===== src/rtl/efrs_pkg.sv =====
// Shared constants and types for the earliest-free-room scheduler.
// No dependencies; used by earliest_free_room_scheduler_top.
package efrs_pkg;

	localparam int ROOMS_DEF     = 16;
	localparam int TIME_BITS_DEF = 40;
	localparam int CNT_BITS      = 32;
	localparam int CFG_BITS      = 5;
	localparam int SZ_BITS       = 8;

	localparam logic [CFG_BITS-1:0] NUM_ROOMS_RST = 5'd16;
	localparam logic [CNT_BITS-1:0] CNT_MAX       = '1;
	localparam logic [63:0]         ALL_ONES_64   = '1;

	typedef enum logic [4:0] {
		ST_IDLE  = 5'b00001,
		ST_SCAN  = 5'b00010,
		ST_DRAIN = 5'b00100,
		ST_PICK  = 5'b01000,
		ST_UPD   = 5'b10000
	} state_t;

endpackage


===== src/rtl/earliest_free_room_scheduler_top.sv =====
// Earliest-free-room scheduler: room free times and job counts in two memories.
// Depends on efrs_pkg.
//
// Usage: jobs enter on the input channel (in_valid / in_stall) in nondecreasing
// start order, one word per job. Each job is placed in the lowest room free at
// its start, or else in the room that frees first, delayed to that time. One
// result word per job leaves on the output channel (out_valid / out_stall).
// The user must write the room count on the cfg channel (cfg_valid / cfg_ready)
// only while idle; the block does not enforce this. cfg_ready is always high.
// Flow: an accepted job passes through the scan, drain, pick and update states;
// its result is loaded in the update state, and the next job is accepted once
// the block is idle again. The loop that sets this is the scan of the free-time
// and job-count memories, one room per cycle via a single read port of each.
// A stalled result is held in the output register; a finished job waits for it
// to drain before it writes back, and no new job is taken meanwhile.
// Reset clears all rooms at once through per-room valid bits, sets the room
// count to 16 and empties the output register. The job marked last also
// reports the busiest room and clears the valid bits for the next batch.
module earliest_free_room_scheduler_top #(
	parameter int ROOMS     = efrs_pkg::ROOMS_DEF,
	parameter int TIME_BITS = efrs_pkg::TIME_BITS_DEF,
	localparam int ROOM_BITS = (ROOMS > 1) ? $clog2(ROOMS) : 1
) (
	input  logic                          clk,
	input  logic                          arst_n,
	input  logic                          cfg_valid,
	output logic                          cfg_ready,
	input  logic [efrs_pkg::CFG_BITS-1:0] num_rooms,
	input  logic                          in_valid,
	output logic                          in_stall,
	input  logic [31:0]                   start_time,
	input  logic [31:0]                   end_time,
	input  logic                          last_meeting,
	output logic                          out_valid,
	input  logic                          out_stall,
	output logic [ROOM_BITS-1:0]          assigned_room,
	output logic [TIME_BITS-1:0]          begin_time,
	output logic [TIME_BITS-1:0]          finish_time,
	output logic [ROOM_BITS-1:0]          busiest_room,
	output logic                          batch_done
);

	localparam int SUM_W = ((TIME_BITS > 32) ? TIME_BITS : 32) + 1;
	localparam logic [63:0] TIME_MAX64 = efrs_pkg::ALL_ONES_64 >> (64 - TIME_BITS);
	localparam logic [TIME_BITS-1:0] TIME_MAX = TIME_MAX64[TIME_BITS-1:0];
	localparam logic [efrs_pkg::SZ_BITS-1:0] ROOMS_SZ = efrs_pkg::SZ_BITS'(ROOMS);

	efrs_pkg::state_t state_q;

	logic [efrs_pkg::CFG_BITS-1:0] num_rooms_q;

	// room memories and per-room valid bits
	logic [TIME_BITS-1:0]          free_mem [ROOMS];
	logic [efrs_pkg::CNT_BITS-1:0] cnt_mem  [ROOMS];
	logic [ROOMS-1:0]              room_ok_q;
	logic [TIME_BITS-1:0]          free_rd_q;
	logic [efrs_pkg::CNT_BITS-1:0] cnt_rd_q;
	logic                          rd_ok_q;
	logic [ROOM_BITS-1:0]          rd_addr;
	logic                          mem_we;

	// job registers
	logic [TIME_BITS-1:0]          start_q;
	logic [31:0]                   dur_q;
	logic                          last_q;
	logic [ROOM_BITS-1:0]          n_last_q;
	logic [ROOM_BITS-1:0]          scan_idx_q;

	// scan stage
	logic                          vld_s1;
	logic [ROOM_BITS-1:0]          idx_s1;
	logic                          found_q;
	logic [ROOM_BITS-1:0]          room_q;
	logic [TIME_BITS-1:0]          min_q;
	logic [ROOM_BITS-1:0]          min_idx_q;
	logic [efrs_pkg::CNT_BITS-1:0] best_cnt_q;
	logic [ROOM_BITS-1:0]          best_idx_q;
	logic [TIME_BITS-1:0]          begin_q;

	// combinational helpers
	logic [63:0]                   start64;
	logic [TIME_BITS-1:0]          start_sat;
	logic [efrs_pkg::SZ_BITS-1:0]  n_rooms;
	logic [efrs_pkg::SZ_BITS-1:0]  n_minus1;
	logic [TIME_BITS-1:0]          rd_free;
	logic [efrs_pkg::CNT_BITS-1:0] rd_cnt;
	logic [ROOM_BITS-1:0]          pick_room;
	logic [TIME_BITS-1:0]          pick_begin;
	logic [SUM_W-1:0]              fin_sum;
	logic [TIME_BITS-1:0]          finish;
	logic [efrs_pkg::CNT_BITS-1:0] cnt_new;
	logic [ROOM_BITS-1:0]          busiest;
	logic                          out_free;
	logic                          upd_go;

	assign cfg_ready = 1'b1;
	assign in_stall  = (state_q != efrs_pkg::ST_IDLE);
	assign out_free  = !out_valid || !out_stall;
	assign upd_go    = (state_q == efrs_pkg::ST_UPD) && out_free;
	assign mem_we    = upd_go;

	// saturate start into the time range, clamp the room count
	assign start64   = {32'd0, start_time};
	assign start_sat = (start64 > TIME_MAX64) ? TIME_MAX : start64[TIME_BITS-1:0];

	always_comb begin
		priority if (num_rooms_q == '0) begin
			n_rooms = efrs_pkg::SZ_BITS'(1);
		end else if (efrs_pkg::SZ_BITS'(num_rooms_q) > ROOMS_SZ) begin
			n_rooms = ROOMS_SZ;
		end else begin
			n_rooms = efrs_pkg::SZ_BITS'(num_rooms_q);
		end
		n_minus1 = n_rooms - efrs_pkg::SZ_BITS'(1);
	end

	// rooms never written since the last clear read as zero
	assign rd_free = rd_ok_q ? free_rd_q : '0;
	assign rd_cnt  = rd_ok_q ? cnt_rd_q : '0;

	assign pick_room  = found_q ? room_q : min_idx_q;
	assign pick_begin = found_q ? start_q : min_q;

	always_comb begin
		unique case (state_q)
			efrs_pkg::ST_SCAN: rd_addr = scan_idx_q;
			efrs_pkg::ST_PICK: rd_addr = pick_room;
			default:           rd_addr = room_q;
		endcase
	end

	assign fin_sum = SUM_W'(begin_q) + SUM_W'(dur_q);
	assign finish  = (fin_sum > SUM_W'(TIME_MAX64)) ? TIME_MAX : fin_sum[TIME_BITS-1:0];
	assign cnt_new = (rd_cnt == efrs_pkg::CNT_MAX) ? rd_cnt : rd_cnt + 1'b1;

	// busiest after the increment: only the chosen room's count has moved
	always_comb begin
		priority if (room_q == best_idx_q) begin
			busiest = best_idx_q;
		end else if ((cnt_new > best_cnt_q) ||
				((cnt_new == best_cnt_q) && (room_q < best_idx_q))) begin
			busiest = room_q;
		end else begin
			busiest = best_idx_q;
		end
	end

	always_ff @(posedge clk) begin
		if (mem_we) begin
			free_mem[room_q] <= finish;
			cnt_mem[room_q]  <= cnt_new;
		end
		free_rd_q <= free_mem[rd_addr];
		cnt_rd_q  <= cnt_mem[rd_addr];
	end

	always_ff @(posedge clk or negedge arst_n) begin
		if (!arst_n) begin
			room_ok_q <= '0;
			rd_ok_q   <= 1'b0;
		end else begin
			rd_ok_q <= room_ok_q[rd_addr];
			if (mem_we) begin
				if (last_q) begin
					room_ok_q <= '0;
				end else begin
					room_ok_q[room_q] <= 1'b1;
				end
			end
		end
	end

	always_ff @(posedge clk or negedge arst_n) begin
		if (!arst_n) begin
			num_rooms_q <= efrs_pkg::NUM_ROOMS_RST;
		end else if (cfg_valid && cfg_ready) begin
			num_rooms_q <= num_rooms;
		end
	end

	// control
	always_ff @(posedge clk or negedge arst_n) begin
		if (!arst_n) begin
			state_q    <= efrs_pkg::ST_IDLE;
			scan_idx_q <= '0;
			vld_s1     <= 1'b0;
			found_q    <= 1'b0;
		end else begin
			vld_s1 <= (state_q == efrs_pkg::ST_SCAN);
			unique case (state_q)
				efrs_pkg::ST_IDLE: begin
					if (in_valid) begin
						state_q    <= efrs_pkg::ST_SCAN;
						scan_idx_q <= '0;
						found_q    <= 1'b0;
					end
				end
				efrs_pkg::ST_SCAN: begin
					if (scan_idx_q == n_last_q) begin
						state_q <= efrs_pkg::ST_DRAIN;
					end else begin
						scan_idx_q <= scan_idx_q + 1'b1;
					end
				end
				efrs_pkg::ST_DRAIN: state_q <= efrs_pkg::ST_PICK;
				efrs_pkg::ST_PICK:  state_q <= efrs_pkg::ST_UPD;
				efrs_pkg::ST_UPD: begin
					if (out_free) begin
						state_q <= efrs_pkg::ST_IDLE;
					end
				end
				default: state_q <= efrs_pkg::ST_IDLE;
			endcase
			if (vld_s1 && !found_q && (rd_free <= start_q)) begin
				found_q <= 1'b1;
			end
		end
	end

	// job capture and scan datapath
	always_ff @(posedge clk) begin
		idx_s1 <= scan_idx_q;
		if (state_q == efrs_pkg::ST_IDLE && in_valid) begin
			start_q  <= start_sat;
			dur_q    <= (end_time > start_time) ? end_time - start_time : 32'd0;
			last_q   <= last_meeting;
			n_last_q <= n_minus1[ROOM_BITS-1:0];
		end
		if (vld_s1) begin
			if (!found_q && (rd_free <= start_q)) begin
				room_q <= idx_s1;
			end
			if ((idx_s1 == '0) || (rd_free < min_q)) begin
				min_q     <= rd_free;
				min_idx_q <= idx_s1;
			end
			if ((idx_s1 == '0) || (rd_cnt > best_cnt_q)) begin
				best_cnt_q <= rd_cnt;
				best_idx_q <= idx_s1;
			end
		end
		if (state_q == efrs_pkg::ST_PICK) begin
			room_q  <= pick_room;
			begin_q <= pick_begin;
		end
	end

	// output register
	always_ff @(posedge clk or negedge arst_n) begin
		if (!arst_n) begin
			out_valid <= 1'b0;
		end else if (upd_go) begin
			out_valid <= 1'b1;
		end else if (!out_stall) begin
			out_valid <= 1'b0;
		end
	end

	always_ff @(posedge clk) begin
		if (upd_go) begin
			assigned_room <= room_q;
			begin_time    <= begin_q;
			finish_time   <= finish;
			busiest_room  <= last_q ? busiest : '0;
			batch_done    <= last_q;
		end
	end

endmodule

===== config.mk =====
export PLATFORM = sky130hd
export DESIGN_NAME = earliest_free_room_scheduler_top
export DESIGN_NICKNAME = d
export VERILOG_FILES = /design/src/rtl/efrs_pkg.sv /design/src/rtl/earliest_free_room_scheduler_top.sv
export SDC_FILE = /design/constraint.sdc
export NUM_CORES = 2
export LEC_CHECK = 0
export ABC_AREA = 1
export BUFFER_PORTS_ARGS = -buffer_cell sky130_fd_sc_hd__clkbuf_2
export CAP_MARGIN = 5
export CELL_PAD_IN_SITES_DETAIL_PLACEMENT = 0
export CELL_PAD_IN_SITES_GLOBAL_PLACEMENT = 1
export CORE_MARGIN = 3
export CORE_UTILIZATION = 45
export CTS_CLUSTER_DIAMETER = 60
export DETAILED_ROUTE_END_ITERATION = 8
export PLACE_DENSITY = 0.72
export SETUP_SLACK_MARGIN = 0.3
export SKIP_CTS_REPAIR_TIMING = 1
export SYNTH_ARGS = -nofsm -noshare
export SYNTH_HDL_FRONTEND = slang
export SYNTH_SLANG_ARGS = --single-unit

===== constraint.sdc =====
create_clock -name clk -period 7.8 [get_ports clk]
set_input_delay 1.17 -clock clk [delete_from_list [all_inputs] [get_ports clk]]
set_output_delay 1.17 -clock clk [all_outputs]
set_load 0.01 [all_outputs]

Yosys cells after proc, flatten, opt, wreduce, memory -nomap -nowiden --
Memories as Yosys holds them, arrays and structs flattened. A register that Yosys moved wholly into a read port is not among the register bits. Index checks and enable logic that the tools add are counted. Widths: inputs -> output; s select.
Storage, ports and cells: memory bits (writable) 1152, flip-flop bits (word level) 328, word-level logic and storage cells 121, memories kept 2
Memories:
- free_mem | words 16, bits a word 40, rd ports 1, clocked after Yosys merged registers in 1, wr ports 1, RTL line earliest_free_room_scheduler_top.sv:53 | logic [TIME_BITS-1:0] free_mem [ROOMS];
- cnt_mem | words 16, bits a word 32, rd ports 1, clocked after Yosys merged registers in 1, wr ports 1, RTL line earliest_free_room_scheduler_top.sv:54 | logic [efrs_pkg::CNT_BITS-1:0] cnt_mem [ROOMS];
Operators by class: bitwise operators 1, add/subtract/negate cells 5, order comparisons 12, reductions and logical operators 27, equal/unequal tests 15, multiplexer cells 34
Operators with widths (number):
- $mux 40 | 4
- $gt 32x32->1 | 3
- $mux 32 | 2
- $add 40x32->41 | 1
- $gt 41x40->1 const B | 1
- $gt 32x40->1 const B | 1
- $le 40x40->1 | 1
- $lt 40x40->1 | 1
- $mux 4 | 10
- $add 32x1->32 const B | 1
- $eq 32x32->1 | 1
- $eq 32x32->1 const B | 1
- $sub 32x32->32 | 1
- $pmux 5 s5 | 1
- $mux 16 | 1
- $or 16x16->16 | 1
- $pmux 4 s2 | 2
- $mux 5 | 3
- $lt 4x5->1 const B | 2
- $reduce_bool 2->1 | 5
- $mux 1 | 9
- $eq 4x4->1 | 2
- $reduce_and 2->1 | 4
- $logic_and 1x1->1 | 7
- other kinds (20) | 29

Logic depth before layout (Yosys ltp) --
depth after elaboration 8, depth in mapped cells 27, mapped depth without buffers 25

Worst setup path after synthesis --
No wires, ideal clock.
path kind input port to flip-flop, start in out_stall, end mem cnt_mem[7][0] (netlist name) (enable), arrival 6.743 ns, cell stages on the path 5, required time 7.297 ns, path slack 0.553 ns, setup time 0.503 ns, path buffers 0, cells stage by stage nand2_1 -> nand2_1 -> inv_1 -> nand3_1 -> nor2_1
Between the ends: word-level cells in the longest chain between the ends 5
RTL lines:
- start, declared | RTL line earliest_free_room_scheduler_top.sv:35 | input logic out_stall,
- $logic_not 1->1
- $logic_or 1x1->1 | RTL line earliest_free_room_scheduler_top.sv:98 | assign out_free = !out_valid || !out_stall;
- $logic_and 1x1->1 | RTL line earliest_free_room_scheduler_top.sv:99 | assign upd_go = (state_q == efrs_pkg::ST_UPD) && out_free;
- net mem_we | RTL line earliest_free_room_scheduler_top.sv:60 | logic mem_we;
- $mux 1 | RTL line earliest_free_room_scheduler_top.sv:149 | if (mem_we) begin
- $mux 1 (implied by the code) | RTL line earliest_free_room_scheduler_top.sv:151 | cnt_mem[room_q] <= cnt_new;
- end, declared | RTL line earliest_free_room_scheduler_top.sv:54
The timed path passes the listed nets, and every way through them passes these cells.

Final worst setup path --
start reg rd_ok_q, end reg busiest_room[1] (data pin)
Between the ends: word-level cells in the longest chain between the ends 8
RTL lines:
- start, declared | RTL line earliest_free_room_scheduler_top.sv:58 | logic rd_ok_q;
- start signal, assigned | RTL line earliest_free_room_scheduler_top.sv:162 | rd_ok_q <= room_ok_q[rd_addr];
- $mux 32 * | RTL line earliest_free_room_scheduler_top.sv:119 | assign rd_cnt = rd_ok_q ? cnt_rd_q : '0;
- net rd_cnt, one bit | RTL line earliest_free_room_scheduler_top.sv:86 | logic [efrs_pkg::CNT_BITS-1:0] rd_cnt;
- $add 32x1->32 or $eq 32x32->1 (tied branches) | RTL line earliest_free_room_scheduler_top.sv:134 | assign cnt_new = (rd_cnt == efrs_pkg::CNT_MAX) ? rd_cnt : rd_cnt + 1'b1;
- $mux 32 * | RTL line earliest_free_room_scheduler_top.sv:134
- net cnt_new, one bit | RTL line earliest_free_room_scheduler_top.sv:91 | logic [efrs_pkg::CNT_BITS-1:0] cnt_new;
- parallel branches: the longest is 2 deep, another holds $gt 32x32->1
- $logic_or 1x1->1 * | RTL line earliest_free_room_scheduler_top.sv:140 | end else if ((cnt_new > best_cnt_q) ||
- $mux 4 * | RTL line earliest_free_room_scheduler_top.sv:140
- $mux 4 * | RTL line earliest_free_room_scheduler_top.sv:138 | priority if (room_q == best_idx_q) begin
- end signal, assigned | RTL line earliest_free_room_scheduler_top.sv:264 | busiest_room <= last_q ? busiest : '0;
- end, declared | RTL line earliest_free_room_scheduler_top.sv:39 | output logic [ROOM_BITS-1:0] busiest_room,
Mark *: on every way through the listed nets, which the timed path passes. A chain may end at the register's enable or synchronous reset.

==> flow_summary.ini <==
[run_status]
status = finished, final reports clean

[floorplan]
rows = 147
die_area_sq_mm = 0.1679
core-area_sq_mm = 0.1613
die_h_microns = 409.7
start_util_pct = 45.47
num_io_pins = 167
die_w_microns = 409.7

[grt]
grtUsageMet3_pct = 4.034
met2_usage_pct = 42.74
top_usage_layer = met2
met1_usage_pct = 34.68
overflow = 0
antenna_found_initial = 4
grt_pass1_wl_microns = 326100
grt_max_degree = 198
track_usage_pct = 25.91
grt_pass1_vias = 50360

[worst_setup_path]
crit_type = register to register
arrival_ns = 5.90
crit_path_start_kind = register
required_ns = 8.34
critPathMaxFanout = 33
cp-end-kind = register

[placement]
hpwlAfterDp_microns = 123400
place_area_sq_mm = 0.07631
gp_congestion = 0.9148
io_buffers = 165
placed_cells = 9479
pre_cts_ws_ns = 2.449

[detailed_routing]
drt_iter0_markers = 4754
firstDrtPassIters = 7
drc = 0
routed_wl_microns = 220100
detail-route-antenna-nets = 0
wl_per_cell_microns = 22.47
via_per_inst = 5.376
num_vias = 52661

[sta]
post-route-min-period_ns = 5.357
worst_slew_pin_slew_ns = 1.176
setup_viol_count_final = 0
layout_setup_ws_ns = 2.443
hold_ws_ns = 0.4583
maxSlewViolCount = 0
slew_headroom_pct = 21.44
rsz0062_at_grt = false
finalHoldViolations = 0
clock_skew_ns = 0.04750
fin_crit_sh_pct = 68.68
clock.fmax_mhz = 186.7
fin_setup_tns_ns = 0

[yosys]
synth_compound_area_share_pct = 2.443
syn_inst = 7439
yosysSeqAreaShare_pct = 61.95
ys_types = 44
synth_top_family_by_area = simple AND/OR/NAND/NOR gates
yosys.area_share.simple_pct = 20.73
synth_fa_ha_area_share_pct = 3.552
syn_avg_cell_area_sq_um = 9.859
synth-xor-area-share_pct = 0.8599
syn-cell-area_sq_mm = 0.07334
synth_mux_area_share_pct = 0.09213
synth_nets = 7721
synth-seq-cells = 1544
synth-warning-count = 0

[power]
power.density_mw_per_mm2 = 319.0
ir_worst_vdd_mv = 0.2410
leakagePower_nw = 35.86

[clocking]
clockBufferDepth = 3
cts.sinks = 1544
path_clk_slew_ns = 0.06
cts_buffers = 169
cts-htree-levels = 4
ctsRootBufferMaster = clkbuf_16
clock_latency_ns = 0.81
cts_tree = done

[job]
drv_cap = 0

[finish]
design_area_sq_mm = 0.08202
layout.nets = 7772
diodes = 0
area_delta_synth_final_pct = 11.85
finalNonFillerCells = 9795
drive_above_1_share_pct = 7.230

[min_path]
holdCritPathClass = register to register
[power by group]
| group | total [W] | internal, W | leakage [nW] | switching, W |
|---|---|---|---|---|
| clock | 0.00815 | 0.00479 | 2.78 | 0.00336 |
| sequential | 0.0109 | 0.0106 | 14.1 | 0.000346 |
| combinational | 0.00711 | 0.00181 | 19.0 | 0.00530 |
[worst max-delay path, cell delays in order, from the launching register on]
cell and delay (ns):
dfrtp_4 0.67, nand2_1 0.23, inv_1 0.16, ha_1 0.23, nand3_1 0.20, inv_1 0.12, nand2_1 0.13, nor3_1 0.30
nand2_1 0.27, buf_4 0.32, xor2_1 0.93, inv_1 0.11, ha_1 0.36, nand4_1 0.10, nor2_1 0.13, nand3_1 0.10
nand3_1 0.09, nor2_1 0.04, nand2_1 0.32, nand3_1 0.14, nand2_1 0.08, nor2_1 0.04
[placed cells by master, fill, tap and decap left out, types with 3 or more instances in the layout]
cell / synthesis / layout
clkinv_2: 0 / 22
nor3_1: 38 / 38
clkbuf_16: 0 / 173
nor2_4: 0 / 19
a31oi_1: 7 / 7
a21oi_1: 174 / 171
xnor2_1: 28 / 28
clkinvlp_4: 0 / 6
clkbuf_8: 0 / 22
nor2_1: 256 / 237
edfxtp_1: 1434 / 1434
nand3_1: 1129 / 1129
mux2_2: 6 / 6
inv_16: 0 / 3
buf_4: 13 / 59
dfrtp_1: 32 / 30
a21oi_4: 0 / 3
a21boi_0: 5 / 5
buf_12: 0 / 20
dfxtp_1: 76 / 76
inv_6: 0 / 8
clkinv_8: 0 / 4
bufinv_16: 0 / 14
nand4_1: 479 / 479
ha_1: 205 / 205
o21a_1: 12 / 12
clkinv_4: 0 / 4
o21bai_1: 7 / 7
or2_2: 6 / 6
xor2_1: 44 / 44
a21o_1: 4 / 4
nor4_1: 13 / 13
clkinv_1: 0 / 14
o21ai_0: 123 / 122
clkbuf_2: 0 / 165
clkbuf_1: 155 / 45
inv_1: 1587 / 1585
nand2_1: 1382 / 1381
[cell usage after synthesis, drive strengths merged]
| master | count | area, sq um |
|---|---|---|
| nor2b | 1 | 6.260 |
| nand3b | 2 | 15.01 |
| o41ai | 1 | 8.760 |
| mux2 | 6 | 67.56 |
| nand3 | 1133 | 5690 |
| nand4 | 479 | 2997 |
| xnor2 | 28 | 245.2 |
| edfxtp | 1434 | 43060 |
| clkbuf | 155 | 581.8 |
| o21bai | 7 | 52.55 |
| a21boi | 5 | 37.54 |
| o31a | 1 | 8.760 |
| a21oi | 174 | 870.8 |
| nor2 | 257 | 967.2 |
| dfrtp | 32 | 800.8 |
| inv | 1591 | 5972 |
| o21a | 12 | 90.09 |
| nand2b | 1 | 6.260 |
| a31oi | 7 | 43.79 |
| o311ai | 1 | 8.760 |
| xor2 | 44 | 385.4 |
| nor4 | 13 | 81.33 |
| dfxtp | 76 | 1521 |
| and3 | 1 | 6.260 |
| nand2 | 1383 | 5194 |
| conb | 1 | 3.750 |
| or2 | 6 | 37.54 |
| o21ai | 123 | 615.6 |
| fa | 2 | 40.04 |
| a21o | 4 | 30.03 |
| dfstp | 2 | 52.55 |
| nor3 | 38 | 190.2 |
| o22a | 1 | 8.760 |
| a2bb2oi | 1 | 8.760 |
| nor3b | 2 | 15.01 |
| buf | 209 | 1044 |
| o211ai | 1 | 7.510 |
| ha | 205 | 2565 |
[logic make-up after synthesis]
| kind of cell | count (synthesis) |
|---|---|
| buffers and inverters | 1955 |
| AND/OR/NAND/NOR | 3316 |
| AO/OA/AOI/OAI | 338 |
| other | 1 |
| adder cells (fa/ha/maj) | 207 |
| flip-flops | 1544 |
| XOR/XNOR | 72 |
| multiplexers | 6 |
[registers in the layout, summed over array words and instances (netlist names), 4 cells and up]
signal and cells:
n_last_q 4, num_rooms_q 5, busiest_room 4, finish_time 40, free_rd_q 40, cnt_mem 512
min_q 40, start_q 32, state_q 5, scan_idx_q 4, assigned_room 4, room_ok_q 16
cnt_rd_q 32, best_idx_q 4, begin_time 40, free_mem 640, idx_s1 4, best_cnt_q 32
begin_q 40, room_q 4, dur_q 32, min_idx_q 4
[per-stage QoR]
step	power, W	util (%)
after floorplan	0.01549	-
final	0.02617	50.85
after global routing	0.02749	50.85
after detailed placement	0.01816	47.31
after global placement	0.01812	47.31
after CTS	0.02634	50.85
[routing by layer]
| layer | vias up | routed length [microns] |
|---|---|---|
| met5 | - | 17 |
| met4 | 2 | 7960 |
| met3 | 384 | 13720 |
| met2 | 1779 | 105000 |
| met1 | 25572 | 93320 |
| li1 | 24924 | - |
[cell type report]
type                       count  area, sq um
tap                         2160         2703
clock buffer                 240         4801
timing repair buffer         244         1669
inverter                    1591         5987
sequential                  1544        45440
multi-input combinational   3940        20510
fill                       14588        79280
clock inverter                76        912.1
[path summary, 6_finish.rpt]
| path | from | to | slack, ns | cells past startpoint |
|---|---|---|---|---|
| worst max-delay path | rd_ok_q$_DFF_PN0_ | busiest_room[1]$_SDFFCE_PN0P_ | 2.44 | 21 |
| worst min-delay path | begin_q[6]$_DFFE_PN_ | begin_time[6]$_DFFE_PP_ | 0.46 | 0 |
| worst max register to register | rd_ok_q$_DFF_PN0_ | busiest_room[1]$_SDFFCE_PN0P_ | 2.44 | 21 |
| worst min register to register | begin_q[6]$_DFFE_PN_ | begin_time[6]$_DFFE_PP_ | 0.46 | 0 |
| max in group asynchronous | arst_n | rd_ok_q$_DFF_PN0_ | 6.51 | 1 |
| min in group asynchronous | arst_n | num_rooms_q[1]$_DFFE_PN0P_ | 0.54 | 1 |
Note: power is estimated with default switching activity, not from simulation.
